File: config.mk
export PLATFORM = sky130hd
export DESIGN_NAME = serial_line_editor_command_match
export DESIGN_NICKNAME = d
export VERILOG_FILES = /design/src/slec_pkg.sv /design/src/slec_linebuf.sv /design/src/serial_line_editor_command_match.sv
export SDC_FILE = /design/constraint.sdc
export NUM_CORES = 1
export LEC_CHECK = 0
export BUFFER_PORTS_ARGS = -buffer_cell sky130_fd_sc_hd__buf_2
export CAP_MARGIN = 20
export CORE_UTILIZATION = 28
export CTS_BUF_LIST = sky130_fd_sc_hd__clkbuf_4 sky130_fd_sc_hd__clkbuf_8
export DETAILED_ROUTE_END_ITERATION = 8
export SETUP_SLACK_MARGIN = 0.1
export SYNTH_ARGS = -nofsm -noshare
export SYNTH_HDL_FRONTEND = slang
export SYNTH_SLANG_ARGS = --single-unit
File: constraint.sdc
create_clock -name clock -period 6.15 [get_ports clock]
set_input_delay 0.3075 -clock clock [delete_from_list [all_inputs] [get_ports clock]]
set_output_delay 0.3075 -clock clock [all_outputs]
set_load 0.005 [all_outputs]
File: src/slec_pkg.sv
// ----------------------------------------------------------------------------
// slec_pkg
// Types, constants and microcode ROM for the console line editor.
// ----------------------------------------------------------------------------
`timescale 1ns / 1ps
`default_nettype none

package slec_pkg;

   localparam int LINE_CAPACITY = 32;
   localparam int LEN_W         = $clog2(LINE_CAPACITY);
   localparam int PC_W          = 6;

   localparam logic [LEN_W-1:0] LEN_MAX     = LEN_W'(LINE_CAPACITY - 1);
   localparam logic [LEN_W-1:0] CMP_SPAN    = LEN_W'(8);
   localparam logic [LEN_W-1:0] RESET_LEN   = LEN_W'(5);
   localparam logic [LEN_W-1:0] DDRTEST_LEN = LEN_W'(7);

   localparam logic [7:0] CH_BS    = 8'h08;
   localparam logic [7:0] CH_LF    = 8'h0A;
   localparam logic [7:0] CH_FF    = 8'h0C;
   localparam logic [7:0] CH_CR    = 8'h0D;
   localparam logic [7:0] CH_SPACE = 8'h20;
   localparam logic [7:0] CH_QUOTE = 8'h27;
   localparam logic [7:0] CH_DOT   = 8'h2E;
   localparam logic [7:0] CH_GT    = 8'h3E;
   localparam logic [7:0] CH_TILDE = 8'h7E;
   localparam logic [7:0] CH_DEL   = 8'h7F;

   localparam logic [1:0] CMD_NONE     = 2'd0;
   localparam logic [1:0] CMD_ID_RESET = 2'd1;
   localparam logic [1:0] CMD_DDRTEST  = 2'd2;

   typedef enum logic [2:0] {
      EMIT_NONE,
      EMIT_CONST,
      EMIT_BYTE,
      EMIT_MEM,
      EMIT_CMD
   } emit_type;

   typedef enum logic [2:0] {
      ACT_NONE,
      ACT_CLR_LEN,
      ACT_MINIT,
      ACT_CLR_IDX,
      ACT_READ,
      ACT_CMP
   } act_type;

   typedef enum logic [2:0] {
      J_NEXT,
      J_GOTO,
      J_EMPTY,
      J_MATCH,
      J_MORE,
      J_MORE_CMP,
      J_END
   } jmp_type;

   typedef struct packed {
      emit_type         emit;
      logic [7:0]       ch;
      logic             last;
      act_type          act;
      jmp_type          jmp;
      logic [PC_W-1:0]  target;
   } uword_type;

   // Entry points
   localparam logic [PC_W-1:0] P_PROMPT  = 6'd0;
   localparam logic [PC_W-1:0] P_ECHO    = 6'd2;
   localparam logic [PC_W-1:0] P_BS      = 6'd3;
   localparam logic [PC_W-1:0] P_FF      = 6'd6;
   localparam logic [PC_W-1:0] P_EOL     = 6'd7;
   localparam logic [PC_W-1:0] P_CMPLOOP = 6'd10;
   localparam logic [PC_W-1:0] P_ECHOLN  = 6'd31;
   localparam logic [PC_W-1:0] P_CMD     = 6'd37;

   function automatic uword_type ucw(emit_type e, logic [7:0] c, logic l,
                                     act_type a, jmp_type j, logic [PC_W-1:0] t);
      uword_type w;
      w.emit   = e;
      w.ch     = c;
      w.last   = l;
      w.act    = a;
      w.jmp    = j;
      w.target = t;
      return w;
   endfunction

   function automatic uword_type ucode_rom(logic [PC_W-1:0] pc);
      uword_type w;
      w = ucw(EMIT_NONE, 8'h00, 1'b0, ACT_NONE, J_END, P_PROMPT);
      case (pc)
         // prompt
         6'd0:  w = ucw(EMIT_CONST, CH_GT,    1'b0, ACT_NONE,    J_NEXT, P_PROMPT);
         6'd1:  w = ucw(EMIT_CONST, CH_SPACE, 1'b1, ACT_CLR_LEN, J_END,  P_PROMPT);
         // printable echo
         6'd2:  w = ucw(EMIT_BYTE,  8'h00,    1'b1, ACT_NONE,    J_END,  P_PROMPT);
         // rubout
         6'd3:  w = ucw(EMIT_CONST, CH_BS,    1'b0, ACT_NONE,    J_NEXT, P_PROMPT);
         6'd4:  w = ucw(EMIT_CONST, CH_SPACE, 1'b0, ACT_NONE,    J_NEXT, P_PROMPT);
         6'd5:  w = ucw(EMIT_CONST, CH_BS,    1'b1, ACT_NONE,    J_END,  P_PROMPT);
         // form feed
         6'd6:  w = ucw(EMIT_CONST, CH_FF,    1'b0, ACT_NONE,    J_GOTO, P_PROMPT);
         // end of line
         6'd7:  w = ucw(EMIT_CONST, CH_CR,    1'b0, ACT_NONE,    J_NEXT, P_PROMPT);
         6'd8:  w = ucw(EMIT_CONST, CH_LF,    1'b0, ACT_NONE,    J_EMPTY, P_PROMPT);
         6'd9:  w = ucw(EMIT_NONE,  8'h00,    1'b0, ACT_MINIT,   J_NEXT, P_PROMPT);
         6'd10: w = ucw(EMIT_NONE,  8'h00,    1'b0, ACT_READ,    J_NEXT, P_PROMPT);
         6'd11: w = ucw(EMIT_NONE,  8'h00,    1'b0, ACT_CMP,     J_MORE_CMP, P_CMPLOOP);
         6'd12: w = ucw(EMIT_NONE,  8'h00,    1'b0, ACT_NONE,    J_MATCH, P_CMD);
         // "Unknown command '"
         6'd13: w = ucw(EMIT_CONST, 8'h55,    1'b0, ACT_NONE,    J_NEXT, P_PROMPT);
         6'd14: w = ucw(EMIT_CONST, 8'h6E,    1'b0, ACT_NONE,    J_NEXT, P_PROMPT);
         6'd15: w = ucw(EMIT_CONST, 8'h6B,    1'b0, ACT_NONE,    J_NEXT, P_PROMPT);
         6'd16: w = ucw(EMIT_CONST, 8'h6E,    1'b0, ACT_NONE,    J_NEXT, P_PROMPT);
         6'd17: w = ucw(EMIT_CONST, 8'h6F,    1'b0, ACT_NONE,    J_NEXT, P_PROMPT);
         6'd18: w = ucw(EMIT_CONST, 8'h77,    1'b0, ACT_NONE,    J_NEXT, P_PROMPT);
         6'd19: w = ucw(EMIT_CONST, 8'h6E,    1'b0, ACT_NONE,    J_NEXT, P_PROMPT);
         6'd20: w = ucw(EMIT_CONST, CH_SPACE, 1'b0, ACT_NONE,    J_NEXT, P_PROMPT);
         6'd21: w = ucw(EMIT_CONST, 8'h63,    1'b0, ACT_NONE,    J_NEXT, P_PROMPT);
         6'd22: w = ucw(EMIT_CONST, 8'h6F,    1'b0, ACT_NONE,    J_NEXT, P_PROMPT);
         6'd23: w = ucw(EMIT_CONST, 8'h6D,    1'b0, ACT_NONE,    J_NEXT, P_PROMPT);
         6'd24: w = ucw(EMIT_CONST, 8'h6D,    1'b0, ACT_NONE,    J_NEXT, P_PROMPT);
         6'd25: w = ucw(EMIT_CONST, 8'h61,    1'b0, ACT_NONE,    J_NEXT, P_PROMPT);
         6'd26: w = ucw(EMIT_CONST, 8'h6E,    1'b0, ACT_NONE,    J_NEXT, P_PROMPT);
         6'd27: w = ucw(EMIT_CONST, 8'h64,    1'b0, ACT_NONE,    J_NEXT, P_PROMPT);
         6'd28: w = ucw(EMIT_CONST, CH_SPACE, 1'b0, ACT_NONE,    J_NEXT, P_PROMPT);
         6'd29: w = ucw(EMIT_CONST, CH_QUOTE, 1'b0, ACT_NONE,    J_NEXT, P_PROMPT);
         // line contents, closing quote, dot and CR LF
         6'd30: w = ucw(EMIT_NONE,  8'h00,    1'b0, ACT_CLR_IDX, J_NEXT, P_PROMPT);
         6'd31: w = ucw(EMIT_NONE,  8'h00,    1'b0, ACT_READ,    J_NEXT, P_PROMPT);
         6'd32: w = ucw(EMIT_MEM,   8'h00,    1'b0, ACT_NONE,    J_MORE, P_ECHOLN);
         6'd33: w = ucw(EMIT_CONST, CH_QUOTE, 1'b0, ACT_NONE,    J_NEXT, P_PROMPT);
         6'd34: w = ucw(EMIT_CONST, CH_DOT,   1'b0, ACT_NONE,    J_NEXT, P_PROMPT);
         6'd35: w = ucw(EMIT_CONST, CH_CR,    1'b0, ACT_NONE,    J_NEXT, P_PROMPT);
         6'd36: w = ucw(EMIT_CONST, CH_LF,    1'b0, ACT_NONE,    J_GOTO, P_PROMPT);
         // command pulse
         6'd37: w = ucw(EMIT_CMD,   8'h00,    1'b0, ACT_NONE,    J_GOTO, P_PROMPT);
         default: w = ucw(EMIT_NONE, 8'h00,   1'b0, ACT_NONE,    J_END,  P_PROMPT);
      endcase
      return w;
   endfunction

   function automatic logic [7:0] reset_char(logic [2:0] i);
      logic [7:0] c;
      case (i)
         3'd0:    c = 8'h72;
         3'd1:    c = 8'h65;
         3'd2:    c = 8'h73;
         3'd3:    c = 8'h65;
         3'd4:    c = 8'h74;
         default: c = 8'h00;
      endcase
      return c;
   endfunction

   function automatic logic [7:0] ddrtest_char(logic [2:0] i);
      logic [7:0] c;
      case (i)
         3'd0:    c = 8'h64;
         3'd1:    c = 8'h64;
         3'd2:    c = 8'h72;
         3'd3:    c = 8'h74;
         3'd4:    c = 8'h65;
         3'd5:    c = 8'h73;
         3'd6:    c = 8'h74;
         default: c = 8'h00;
      endcase
      return c;
   endfunction

endpackage

`default_nettype wire

File: src/slec_linebuf.sv
// ----------------------------------------------------------------------------
// slec_linebuf
// Line buffer: one write port, one read port with registered read data.
// ----------------------------------------------------------------------------
`timescale 1ns / 1ps
`default_nettype none

module slec_linebuf (
   input  wire logic                      clock,
   input  wire logic                      wr_en,
   input  wire logic [slec_pkg::LEN_W-1:0] wr_addr,
   input  wire logic [7:0]                wr_data,
   input  wire logic                      rd_en,
   input  wire logic [slec_pkg::LEN_W-1:0] rd_addr,
   output      logic [7:0]                rd_data
);
   import slec_pkg::*;

   logic [7:0] line_mem_ff [LINE_CAPACITY];
   logic [7:0] rd_data_ff;

   always_ff @(posedge clock) begin
      if (wr_en) begin
         line_mem_ff[wr_addr] <= wr_data;
      end
      if (rd_en) begin
         rd_data_ff <= line_mem_ff[rd_addr];
      end
   end

   assign rd_data = rd_data_ff;

endmodule

`default_nettype wire

File: src/serial_line_editor_command_match.sv
// ----------------------------------------------------------------------------
// serial_line_editor_command_match
// Console line editor with exact command matching, run by a microcode ROM.
// ----------------------------------------------------------------------------
// The first result is written into the output register by the sequencer's
// first step; each further step of the microcode program advances while the
// output is not stalled by rsp_valid held with rsp_ready low. An item occupies
// the sequencer for its emitting steps plus its non-emitting steps.
// A new request is taken once the program reaches its final step.
// Reset: synchronous; line length cleared, buffer contents left undefined.
`timescale 1ns / 1ps
`default_nettype none

module serial_line_editor_command_match (
   input  wire logic       clock,
   input  wire logic       reset,
   input  wire logic       req_valid,
   output      logic       req_ready,
   input  wire logic [7:0] req_rx_byte,
   input  wire logic       req_interrupt_event,
   output      logic       rsp_valid,
   input  wire logic       rsp_ready,
   output      logic [7:0] rsp_tx_byte,
   output      logic       rsp_tx_valid,
   output      logic [1:0] rsp_command_id,
   output      logic       rsp_last_result
);
   import slec_pkg::*;

   logic             busy_ff, busy_in;
   logic [PC_W-1:0]  pc_ff, pc_in;
   logic [LEN_W-1:0] len_ff, len_in;
   logic [LEN_W-1:0] idx_ff, idx_in;
   logic [2:0]       rd_idx_ff, rd_idx_in;
   logic [7:0]       byte_ff, byte_in;
   logic             match_r_ff, match_r_in;
   logic             match_d_ff, match_d_in;

   logic             out_valid_ff, out_valid_in;
   logic [7:0]       out_byte_ff, out_byte_in;
   logic             out_txv_ff, out_txv_in;
   logic [1:0]       out_cmd_ff, out_cmd_in;
   logic             out_last_ff, out_last_in;

   uword_type        uw;
   logic             stall, fire, accept;
   logic             is_print, is_rubout;
   logic             wr_en, rd_en;
   logic [7:0]       rd_data;
   logic [PC_W-1:0]  pc_next;

   assign uw        = ucode_rom(pc_ff);
   assign stall     = (uw.emit != EMIT_NONE) && out_valid_ff && !rsp_ready;
   assign fire      = busy_ff && !stall;
   assign req_ready = !busy_ff;
   assign accept    = req_valid && !busy_ff;

   assign is_print  = (req_rx_byte >= CH_SPACE) && (req_rx_byte <= CH_TILDE);
   assign is_rubout = (req_rx_byte == CH_BS) || (req_rx_byte == CH_DEL);
   assign wr_en     = accept && !req_interrupt_event && is_print && (len_ff != LEN_MAX);
   assign rd_en     = fire && (uw.act == ACT_READ);
   assign pc_next   = pc_ff + PC_W'(1);

   slec_linebuf u_linebuf (
      .clock   (clock),
      .wr_en   (wr_en),
      .wr_addr (len_ff),
      .wr_data (req_rx_byte),
      .rd_en   (rd_en),
      .rd_addr (idx_ff),
      .rd_data (rd_data)
   );

   // sequencer, dispatch and datapath
   always_comb begin
      busy_in    = busy_ff;
      pc_in      = pc_ff;
      len_in     = len_ff;
      idx_in     = idx_ff;
      rd_idx_in  = rd_idx_ff;
      byte_in    = byte_ff;
      match_r_in = match_r_ff;
      match_d_in = match_d_ff;

      if (accept) begin
         byte_in = req_rx_byte;
         if (req_interrupt_event) begin
            busy_in = 1'b1;
            pc_in   = P_PROMPT;
         end else if ((req_rx_byte == CH_CR) || (req_rx_byte == CH_LF)) begin
            busy_in = 1'b1;
            pc_in   = P_EOL;
         end else if (is_rubout) begin
            if (len_ff != '0) begin
               len_in  = len_ff - LEN_W'(1);
               busy_in = 1'b1;
               pc_in   = P_BS;
            end
         end else if (is_print) begin
            if (len_ff != LEN_MAX) begin
               len_in  = len_ff + LEN_W'(1);
               busy_in = 1'b1;
               pc_in   = P_ECHO;
            end
         end else if (req_rx_byte == CH_FF) begin
            busy_in = 1'b1;
            pc_in   = P_FF;
         end
      end

      if (fire) begin
         case (uw.act)
            ACT_CLR_LEN: len_in = '0;
            ACT_MINIT: begin
               idx_in     = '0;
               match_r_in = (len_ff == RESET_LEN);
               match_d_in = (len_ff == DDRTEST_LEN);
            end
            ACT_CLR_IDX: idx_in = '0;
            ACT_READ: begin
               idx_in    = idx_ff + LEN_W'(1);
               rd_idx_in = idx_ff[2:0];
            end
            ACT_CMP: begin
               match_r_in = match_r_ff && (rd_data == reset_char(rd_idx_ff));
               match_d_in = match_d_ff && (rd_data == ddrtest_char(rd_idx_ff));
            end
            default: ;
         endcase

         case (uw.jmp)
            J_NEXT:     pc_in = pc_next;
            J_GOTO:     pc_in = uw.target;
            J_EMPTY:    pc_in = (len_ff == '0) ? uw.target : pc_next;
            J_MATCH:    pc_in = (match_r_ff || match_d_ff) ? uw.target : pc_next;
            J_MORE:     pc_in = (idx_ff < len_ff) ? uw.target : pc_next;
            J_MORE_CMP: pc_in = ((idx_ff < len_ff) && (idx_ff < CMP_SPAN)) ?
                                uw.target : pc_next;
            J_END:      busy_in = 1'b0;
            default:    busy_in = 1'b0;
         endcase
      end
   end

   // output register
   always_comb begin
      out_valid_in = out_valid_ff && !rsp_ready;
      out_byte_in  = out_byte_ff;
      out_txv_in   = out_txv_ff;
      out_cmd_in   = out_cmd_ff;
      out_last_in  = out_last_ff;
      if (fire && (uw.emit != EMIT_NONE)) begin
         out_valid_in = 1'b1;
         out_last_in  = uw.last;
         out_txv_in   = 1'b1;
         out_cmd_in   = CMD_NONE;
         case (uw.emit)
            EMIT_CONST: out_byte_in = uw.ch;
            EMIT_BYTE:  out_byte_in = byte_ff;
            EMIT_MEM:   out_byte_in = rd_data;
            EMIT_CMD: begin
               out_byte_in = 8'h00;
               out_txv_in  = 1'b0;
               out_cmd_in  = match_r_ff ? CMD_ID_RESET : CMD_DDRTEST;
            end
            default:    out_byte_in = uw.ch;
         endcase
      end
   end

   always_ff @(posedge clock) begin
      if (reset) begin
         busy_ff      <= 1'b0;
         len_ff       <= '0;
         out_valid_ff <= 1'b0;
      end else begin
         busy_ff      <= busy_in;
         len_ff       <= len_in;
         out_valid_ff <= out_valid_in;
      end
      pc_ff       <= pc_in;
      idx_ff      <= idx_in;
      rd_idx_ff   <= rd_idx_in;
      byte_ff     <= byte_in;
      match_r_ff  <= match_r_in;
      match_d_ff  <= match_d_in;
      out_byte_ff <= out_byte_in;
      out_txv_ff  <= out_txv_in;
      out_cmd_ff  <= out_cmd_in;
      out_last_ff <= out_last_in;
   end

   assign rsp_valid       = out_valid_ff;
   assign rsp_tx_byte     = out_byte_ff;
   assign rsp_tx_valid    = out_txv_ff;
   assign rsp_command_id  = out_cmd_ff;
   assign rsp_last_result = out_last_ff;

endmodule

`default_nettype wire

==> impl_metrics.toml, run 1 <==
[logic_synthesis]
yosysTopAreaCell = "edfxtp_1"
synth_ff_type = "edfxtp_1"
syn_inst = 930
synthMostInstantiatedCell = "edfxtp_1"
async_flop_share = 0
yosysWarnings = 0
synth_seq_cells = 328
syn_area_um2 = 14500
synthDistinctLibCells = 80
synth_top_area_share = 0.609
syn_avg_cell_area_um2 = 15.6
synthTopCellsByCount = "edfxtp_1 (294), mux4_2 (80), nor2_1 (79), nand2_1 (43)"
synth_edf_count = 294
ys_seq_area_frac = 0.656
synth_top_cells_by_area = "edfxtp_1 (61%), mux4_2 (12%), dfxtp_1 (4.7%)"

[status]
status = "complete, no violations"

[worst_setup_path]
cp-start-kind = "register"
critPathRequiredTime_ps = 6620
crit_type = "reg -> reg"
worstSetupEndpointType = "register"
worstPathArrival_ps = 4940
path_max_fanout = 20
reg2reg_setup_slack_ps = 1680

[route]
wl_per_cell_um = 19.6
drc = 0
viasPerCell = 4.87
dr.max_layer_used = "met5"
dr_wl_met2_um = 14700
wl_um = 33200
met1_length_um = 16000
drt_iter0_drc = 787
drt-pass1-iter-count = 5
routed-wl-met3_um = 1800
vias = 8263
drtAntennaViolNets = 0

[final_layout]
drive_above_1_share = 0.231
area_growth_pct = 13.3
layout.nets = 1010
nFillCells = 4956
antennaDiodeCount = 0

[clock_network]
cts_tree = "yes"
path_clk_slew_ps = 60
post-cts-setup-buffers = 0
clk_latency_ps = 610
clock-sinks = 328
clk_path_buf_depth = 3
ctsRootBufferMaster = "clkbuf_8"
h-tree-depth = 2
cts_inserted_buffers = 51

[global_routing]
overflow = 0
grt_max_degree = 51
grt_pass1_vias = 8279
grt_pass1_wl_um = 51200
antenna_found_initial = 2
grt.total_usage = 0.126

[sta]
finalHoldWorstSlack_ps = 138
hold_violations = 0
drv_slew = 0
rsz0062_at_grt = "no"
fmax_mhz = 224
tns_ps = 0
setup_viol = 0
tightest_slew_ps = 1020
period_minus_slack_ps = 4470
post-route-period-util = 0.726
relSlewSlack = 0.323
clock_skew_ps = 15.0

[flow_run]
timing.max_cap.violations = 0

[floorplan]
design.core.area_um2 = 51200
rows = 83
die_h_um = 230
fp.dieW_um = 230
die-area_um2 = 52700
io_pins = 27
initial_utilization = 0.283

[place]
portBuffers = 26
gp_congestion = 0.857
place_hpwl_um = 21600

[min_path]
hold_path.class = "in -> reg"

[power_and_ir_drop]
peakVddDrop_mv = 0.140
cellPowerDensity_nw_per_um2 = 336
power.leakage_nw = 5.22
stage by stage:
stage | power [mW] | std cells | worst slack, ps | util | cell area (um2)
final | 5.53 | 1695 | 1680 | 0.321 | 16400
after global routing | 5.77 | 1695 | 1300 | 0.321 | 16400
after CTS | 5.57 | 1695 | 1730 | 0.321 | 16400
after detailed placement | 3.62 | 1606 | 1770 | 0.300 | 15400
after global placement | 3.63 | 1606 | 1810 | 0.300 | 15400
after floorplan | 3.36 | 937 | 2760 | - | 14500
critical path, cell delays in order (launching register included):
cell       delay, ps
dfxtp_1          610
inv_1            210
ha_1             350
a21oi_1          150
o21ai_0          170
a2111oi_0        840
a221oi_1         280
a32o_2           410
inv_2            320
or2_0            430
inv_1             70
a2111oi_0        350
o21ai_0          140
report_power, final:
group,internal [mW],total [mW],switching (mW)
combinational,0.342,0.940,0.598
sequential,2.54,2.65,0.109
clock,1.09,1.94,0.854
path summary, 6_finish.rpt:
kind                        from                            to  depth (start not counted)
setup reg to reg       len_ff[2]                        uw[14]                         12
hold / removal    req_rx_byte[1]  u_linebuf.line_mem_ff[18][1]                          1
setup / recovery       len_ff[2]                        uw[14]                         12
hold reg to reg           uw[12]               rsp_last_result                          0
cell families after synthesis:
family	after synthesis	share of synthesized area
and+or+nand+nor	237	0.0823
other	1	0.000259
buffers and inverters	74	0.0238
xor gates and xnor gates	13	0.00785
AOI/OAI and AO/OA	167	0.0813
adders and majority gates	17	0.0147
muxes	93	0.134
DFF	328	0.656
routing by layer:
layer	up-vias	GRT usage
met5	-	0.0110
met4	2	0.0315
met3	49	0.0275
met2	225	0.189
met1	4200	0.183
li1	3787	-
layout make-up:
cell class / instances / area, um2 / share of cell area
clock buffers: 66 / 821 / 0.0500
clock inverters: 22 / 243 / 0.0148
inverters: 25 / 100 / 0.00609
multi-input cells: 535 / 4670 / 0.284
flip-flops and latches: 328 / 9510 / 0.579
well taps: 680 / 851 / 0.0518
repair buffers: 39 / 230 / 0.0140
state kept, by name, indices dropped and copies added (netlist names), 2 cells and up:
| name | count |
|---|---|
| rd_idx_ff | 3 |
| rsp_command_id | 2 |
| rsp_tx_byte | 8 |
| uw | 21 |
| u_linebuf.rd_data | 8 |
| u_linebuf.line_mem_ff | 256 |
| pc_ff | 6 |
| len_ff | 5 |
| byte_ff | 8 |
| idx_ff | 5 |
placed cells by master (no fill, tap or decap), types with 9 or more instances in the layout:
master | netlist | layout
a211oi_1 | 19 | 19
nand2_1 | 43 | 43
clkbuf_8 | 0 | 52
nor2b_1 | 18 | 18
nor2_1 | 79 | 79
inv_1 | 20 | 20
mux4_2 | 80 | 80
o21ai_0 | 33 | 33
edfxtp_1 | 294 | 294
dfxtp_1 | 34 | 34
xnor2_1 | 9 | 9
ha_1 | 17 | 17
buf_4 | 2 | 12
mux2_2 | 10 | 10
nand2b_1 | 11 | 11
a21oi_1 | 34 | 34
buf_2 | 7 | 26
clkbuf_4 | 0 | 14
nand3_1 | 15 | 15
nor3_1 | 24 | 24
timing repair:
| item | in CTS | in global routing |
|---|---|---|
| hold endpoints to repair | 2 | 0 |
| resized for setup | 0 | 0 |
| hold buffers | 1 | 0 |
Note: power is estimated with default switching activity, not from simulation.
==> inputs of run 2 (changes only) <==
Settings changed: ABC_AREA set to 1.
Clock period 6.15 ns to 4.2 ns, I/O delays scaled along.
==> run 2 against run 1 <==
  * Die area increased by 1.9%
  * Via count increased by 29%
  * Count of clock-buffer cells in the layout decreased by 1
  * Combinational power increased by 87%
  * Critical path depth increased by 3
  * Sequential cell count unchanged
  * Clock skew increased by 37 ps
  * Sequential share of layout area decreased by 1.1 points
  * Sequential power increased by 45%
==> impl_metrics.toml, run 2 <==
[status]
status = "complete, no violations"

[power_and_ir_drop]
peakVddDrop_mv = 0.192
cellPowerDensity_nw_per_um2 = 497
power.leakage_nw = 5.92

[worst_setup_path]
critPathTopFamily = "compound AO/OA/AOI/OAI gates"
worstSetupEndpointType = "register"
path_cells = "inv_1 -> ha_1 -> nand2_1 -> inv_1 -> a21oi_2 -> nand3_2 -> nand2_1 -> a21oi_1 -> o21ai_2 -> inv_1 -> nand2_1 -> nor2_1 -> o21ai_1 -> nand2_1 -> nand2_1"
path_common_cell = "nand2_1"
cp-startpoint = "len_ff[4]"
r2r_end = "uw[14]"
critPathRequiredTime_ps = 4730
reg2reg_depth = 15
reg2reg_setup_slack_ps = 940
cp-start-kind = "register"
worstPathArrival_ps = 3780
max_stage_delay_ps = 620
slowest_stage = "dfxtp_1"
crit_type = "reg -> reg"
path_max_fanout = 11
cp_num_cells = 15
cp-endpoint = "uw[14]"
path_buf_inv = 3
r2r-start = "len_ff[4]"

[clock_network]
path_clk_slew_ps = 60
cts_tree = "yes"
clk_latency_ps = 630
ctsRootBufferMaster = "clkbuf_8"
clk_path_buf_depth = 3
post_cts_resized = 0
cts_hold_buf = 7
h-tree-depth = 2
clock-sinks = 328
cts_inserted_buffers = 50
post-cts-setup-buffers = 0

[place]
portBuffers = 26
post-place-cells = 2073
place_hpwl_um = 25100
gp_congestion = 0.895

[floorplan]
rows = 83
io_pins = 27
initial_utilization = 0.286
fp.dieW_um = 232
design.core.area_um2 = 51700
die-area_um2 = 53700
die_h_um = 232

[sta]
finalHoldWorstSlack_ps = 166
hold_violations = 0
period_minus_slack_ps = 3260
tns_ps = 0
tightest_slew_ps = 977
fmax_mhz = 307
drv_slew = 0
relSlewSlack = 0.346
post-route-period-util = 0.775
setup_viol = 0
rsz0062_at_grt = "no"
clock_skew_ps = 52.3

[global_routing]
grt_max_degree = 133
grt.total_usage = 0.146
grt_pass1_wl_um = 60100
overflow = 0
antenna_found_initial = 1
grt_pass1_vias = 10332

[final_layout]
largest-register = "u_linebuf.line_mem_ff"
area_growth_pct = 13.4
largest_register_ffs = 256
nFillCells = 5275
final_util = 0.324
drive_above_1_share = 0.124
final_common_cell = "edfxtp_1"
fin_cells = 2167
layout.nets = 1482
final_cell_mix = "edfxtp_1 (294), nor2_1 (228), nand2_1 (200), o21ai_0 (156), inv_1 (89)"

[logic_synthesis]
ys_seq_area_frac = 0.644
synthDistinctLibCells = 45
syn_inst = 1396
synth_top_cells_by_area = "edfxtp_1 (60%), nor2_1 (5.8%), o21ai_0 (5.3%)"
async_flop_share = 0
synthTopCellsByCount = "edfxtp_1 (294), nor2_1 (228), nand2_1 (200), o21ai_0 (156), inv_1 (89)"
synth_top_area_share = 0.598
synth_ff_type = "edfxtp_1"
yosysWarnings = 0
synth_edf_count = 294
synthMostInstantiatedCell = "edfxtp_1"
syn_area_um2 = 14800
synth_seq_cells = 328
yosysTopAreaCell = "edfxtp_1"
syn_avg_cell_area_um2 = 10.6

[route]
wl_um = 39700
drtAntennaViolNets = 0
wl_per_cell_um = 18.3
drt-pass1-iter-count = 9
vias = 10632
drc = 0
drt_iter0_drc = 923
viasPerCell = 4.91

[flow_run]
timing.max_cap.violations = 0

[min_path]
hold_path.class = "in -> reg"
[run 2: cell types whose count changed in the layout (fill, tap and decap cells not counted), moves of 11 or more]
cell      change
inv_2        +13
nor2_1      +149
inv_1        +69
o22ai_1      +35
nand2_1     +157
nand2_2      +11
nor2b_1      -18
nand3_1      +72
o221ai_1     +34
mux4_2       -80
nor3_1       -14
nand2b_1     -11
o21ai_0     +123
a211oi_1     -18
[run 2: kinds of logic after synthesis]
group / Yosys count / synth area share
AOI/OAI and AO/OA: 288 / 0.115
xor gates and xnor gates: 12 / 0.00711
adders and majority gates: 17 / 0.0144
buffers and inverters: 173 / 0.0487
DFF: 328 / 0.644
other: 1 / 0.000254
and+or+nand+nor: 577 / 0.170
[run 2: final cells by class]
| cell class | instances | area (um2) | area share |
|---|---|---|---|
| Sequential cell | 328 | 9510 | 0.567 |
| Multi-Input combinational cell | 902 | 4570 | 0.273 |
| Tap cell | 680 | 851 | 0.0508 |
| Clock buffer | 65 | 801 | 0.0478 |
| Inverter | 116 | 452 | 0.0270 |
| Timing Repair Buffer | 54 | 370 | 0.0221 |
| Clock inverter | 21 | 203 | 0.0121 |
| Antenna cell | 1 | 2.50 | 0.000149 |
[run 2: stage by stage]
stage / instance area, um2 / setup WS, ps / power [mW]
after global placement: 15700 / 1090 / 5.67
final: 16800 / 945 / 8.33
after CTS: 16800 / 1030 / 8.36
after global routing: 16800 / 650 / 8.71
after floorplan: 14800 / 1670 / 5.16
after detailed placement: 15700 / 1050 / 5.66
[run 2: how the worst min path moves through the flow]
stage                              startpoint                      endpoint  slack [ps]  cells after the start
after detailed placement               uw[12]               rsp_last_result         410                      0
final                     req_interrupt_event                     len_ff[4]         170                      5
after floorplan                         reset                     rsp_valid         280                      1
after CTS                 req_interrupt_event                     len_ff[4]         160                      5
after global routing           req_rx_byte[3]  u_linebuf.line_mem_ff[11][3]         200                      2
after global placement                 uw[12]               rsp_last_result         400                      0
[run 2: report_power, final]
| group | switching (mW) | total [mW] | internal (mW) |
|---|---|---|---|
| Clock | 1.27 | 2.71 | 1.44 |
| Sequential | 0.129 | 3.85 | 3.73 |
| Combinational | 1.25 | 1.76 | 0.513 |
[run 2: layer usage]
layer,up-vias,track usage,part of all wire
li1,5049,-,-
met1,5187,0.190,0.44
met2,329,0.245,0.47
met3,67,0.0232,0.057
met4,0,0.0547,0.030
met5,-,0,0
[run 2: worst min-delay path, cell delays in order]
cell and delay [ps]:
buf_2 110, nor2_1 70, inv_1 90, nor2_1 90
a21oi_1 140
==> inputs of run 3 (changes only) <==
Clock period 4.2 ns to 2.82 ns, I/O delays scaled along.
==> run 3 against run 2 <==
  * First-iteration DRC count decreased by 6.8%
  * Global-route usage about the same
  * Power grew 51%
  * Clock skew down 7.5 ps
  * Critical path depth shrank 2
  * Die area unchanged
  * Core utilization grew 0.98 points
  * Worst setup slack worse by 680 ps
  * Sequential power grew 48%
  * Clock power rose by 48%
==> impl_metrics.toml, run 3 (synthesis gave the netlist of run 2 again) <==
[status]
status = "complete, no violations"

[clock_network]
clk_latency_ps = 610
ctsRootBufferMaster = "clkbuf_8"
clk_path_buf_depth = 3
cts_inserted_buffers = 50
path_clk_slew_ps = 60
cts_tree = "yes"
h-tree-depth = 2
clock-sinks = 328

[worst_setup_path]
cp-start-kind = "register"
critPathRequiredTime_ps = 3300
reg2reg_depth = 13
reg2reg_setup_slack_ps = 270
r2r_end = "uw[18]"
path_max_fanout = 8
crit_type = "reg -> reg"
worstSetupEndpointType = "register"
worstPathArrival_ps = 3030
r2r-start = "match_r_ff"

[sta]
rsz0062_at_grt = "yes"
period_minus_slack_ps = 2550
setup_viol = 0
tns_ps = 0
relSlewSlack = 0.555
post-route-period-util = 0.905
fmax_mhz = 392
hold_violations = 0
clock_skew_ps = 44.8
tightest_slew_ps = 661
drv_slew = 0

[floorplan]
io_pins = 27
initial_utilization = 0.286
fp.dieW_um = 232
die-area_um2 = 53700
die_h_um = 232
design.core.area_um2 = 51700
rows = 83

[final_layout]
nFillCells = 5187
final_util = 0.334
largest-register = "u_linebuf.line_mem_ff"
largest_register_ffs = 256
final_common_cell = "edfxtp_1"
drive_above_1_share = 0.163
area_growth_pct = 16.9
layout.nets = 1536
final_cell_mix = "edfxtp_1 (294), nor2_1 (227), nand2_1 (199), o21ai_0 (156), inv_1 (89)"

[global_routing]
antenna_found_initial = 0
grt_pass1_vias = 10436
grt_pass1_wl_um = 60600
grt_max_degree = 77
overflow = 0
grt.total_usage = 0.147

[power_and_ir_drop]
power.leakage_nw = 6.23
cellPowerDensity_nw_per_um2 = 730
peakVddDrop_mv = 0.347

[min_path]
hold_end = "busy_ff"
hold_path.class = "in -> reg"
hold_path_depth = 6
min_from = "rsp_ready"

[place]
place_hpwl_um = 25700
gp_congestion = 0.899
portBuffers = 26

[route]
wl_per_cell_um = 17.8
wl_um = 39700
drt-pass1-iter-count = 5
drt_iter0_drc = 860
viasPerCell = 4.85
vias = 10783
drtAntennaViolNets = 0
drc = 0

[flow_run]
timing.max_cap.violations = 0
[run 3: cell types whose count changed in the layout (fill, tap and decap cells not counted), moves of 2 or more]
cell / previous run / this run
buf_4: 20 / 75
clkbuf_8: 50 / 53
dlygate4sd3_1: 7 / 2
clkinv_2: 8 / 6
ha_1: 17 / 15
clkinv_4: 0 / 2
buf_12: 1 / 5
inv_12: 0 / 2
[run 3: power by group]
| part | switching, mW | total [mW] | internal (mW) |
|---|---|---|---|
| Sequential | 0.161 | 5.71 | 5.55 |
| Clock | 1.86 | 4.01 | 2.14 |
| Combinational | 1.97 | 2.90 | 0.928 |
[run 3: worst max-delay path, stage by stage, from the launching register on]
cell      delay (ps)
edfxtp_1         480
nor2_2           390
inv_1            150
a21oi_1          190
nand2_1           70
nand3_1           80
nor2_1            70
nand3_1          170
nand2_4          110
buf_4            180
nor2_1           230
o21ai_0          150
nand2_1           70
o211ai_1          90
[run 3: through the flow]
stage          power (mW)  area [um2]  instances  hold slack (ps)  setup WS, ps
2_1_floorplan        7.68       14800       1403              213           288
3_3_place_gp         8.56       16100       2122              379           181
3_5_place_dp         8.53       16100       2122              381           183
4_1_cts              12.5       17100       2212             80.3           175
5_1_grt              13.2       17300       2222              106          54.9
6_report             12.6       17300       2223             84.8           269
[run 3: worst max path at each step]
stage                from     end  slack, ps  cells past startpoint
6_report       match_r_ff  uw[18]        270                     13
2_1_floorplan   len_ff[2]  uw[14]        290                     21
3_5_place_dp    idx_ff[3]   uw[3]        180                     15
5_1_grt         len_ff[4]  uw[18]         50                     15
4_1_cts         idx_ff[3]   uw[3]        170                     15
3_3_place_gp    idx_ff[3]  uw[12]        180                     12
[run 3: timing repair]
action	CTS	global route
setup endpoints to repair	0	21
resized for setup	0	11
hold buffers	2	0
setup buffers	0	10
endpoints found under the hold margin	2	0
[run 3: cell type report]
| type | count | area, um2 | share of cell area |
|---|---|---|---|
| Sequential cell | 328 | 9510 | 0.551 |
| Multi-Input combinational cell | 902 | 4630 | 0.268 |
| Tap cell | 680 | 851 | 0.0493 |
| Clock buffer | 68 | 842 | 0.0488 |
| Timing Repair Buffer | 108 | 813 | 0.0471 |
| Inverter | 116 | 452 | 0.0262 |
| Clock inverter | 20 | 173 | 0.0100 |
| Antenna cell | 1 | 2.50 | 0.000145 |
[run 3: layer usage]
metal  part of all wire  GRT usage
met1               0.44      0.194
met3              0.047     0.0183
met5                  0          0
met4              0.026     0.0489
met2               0.48      0.248
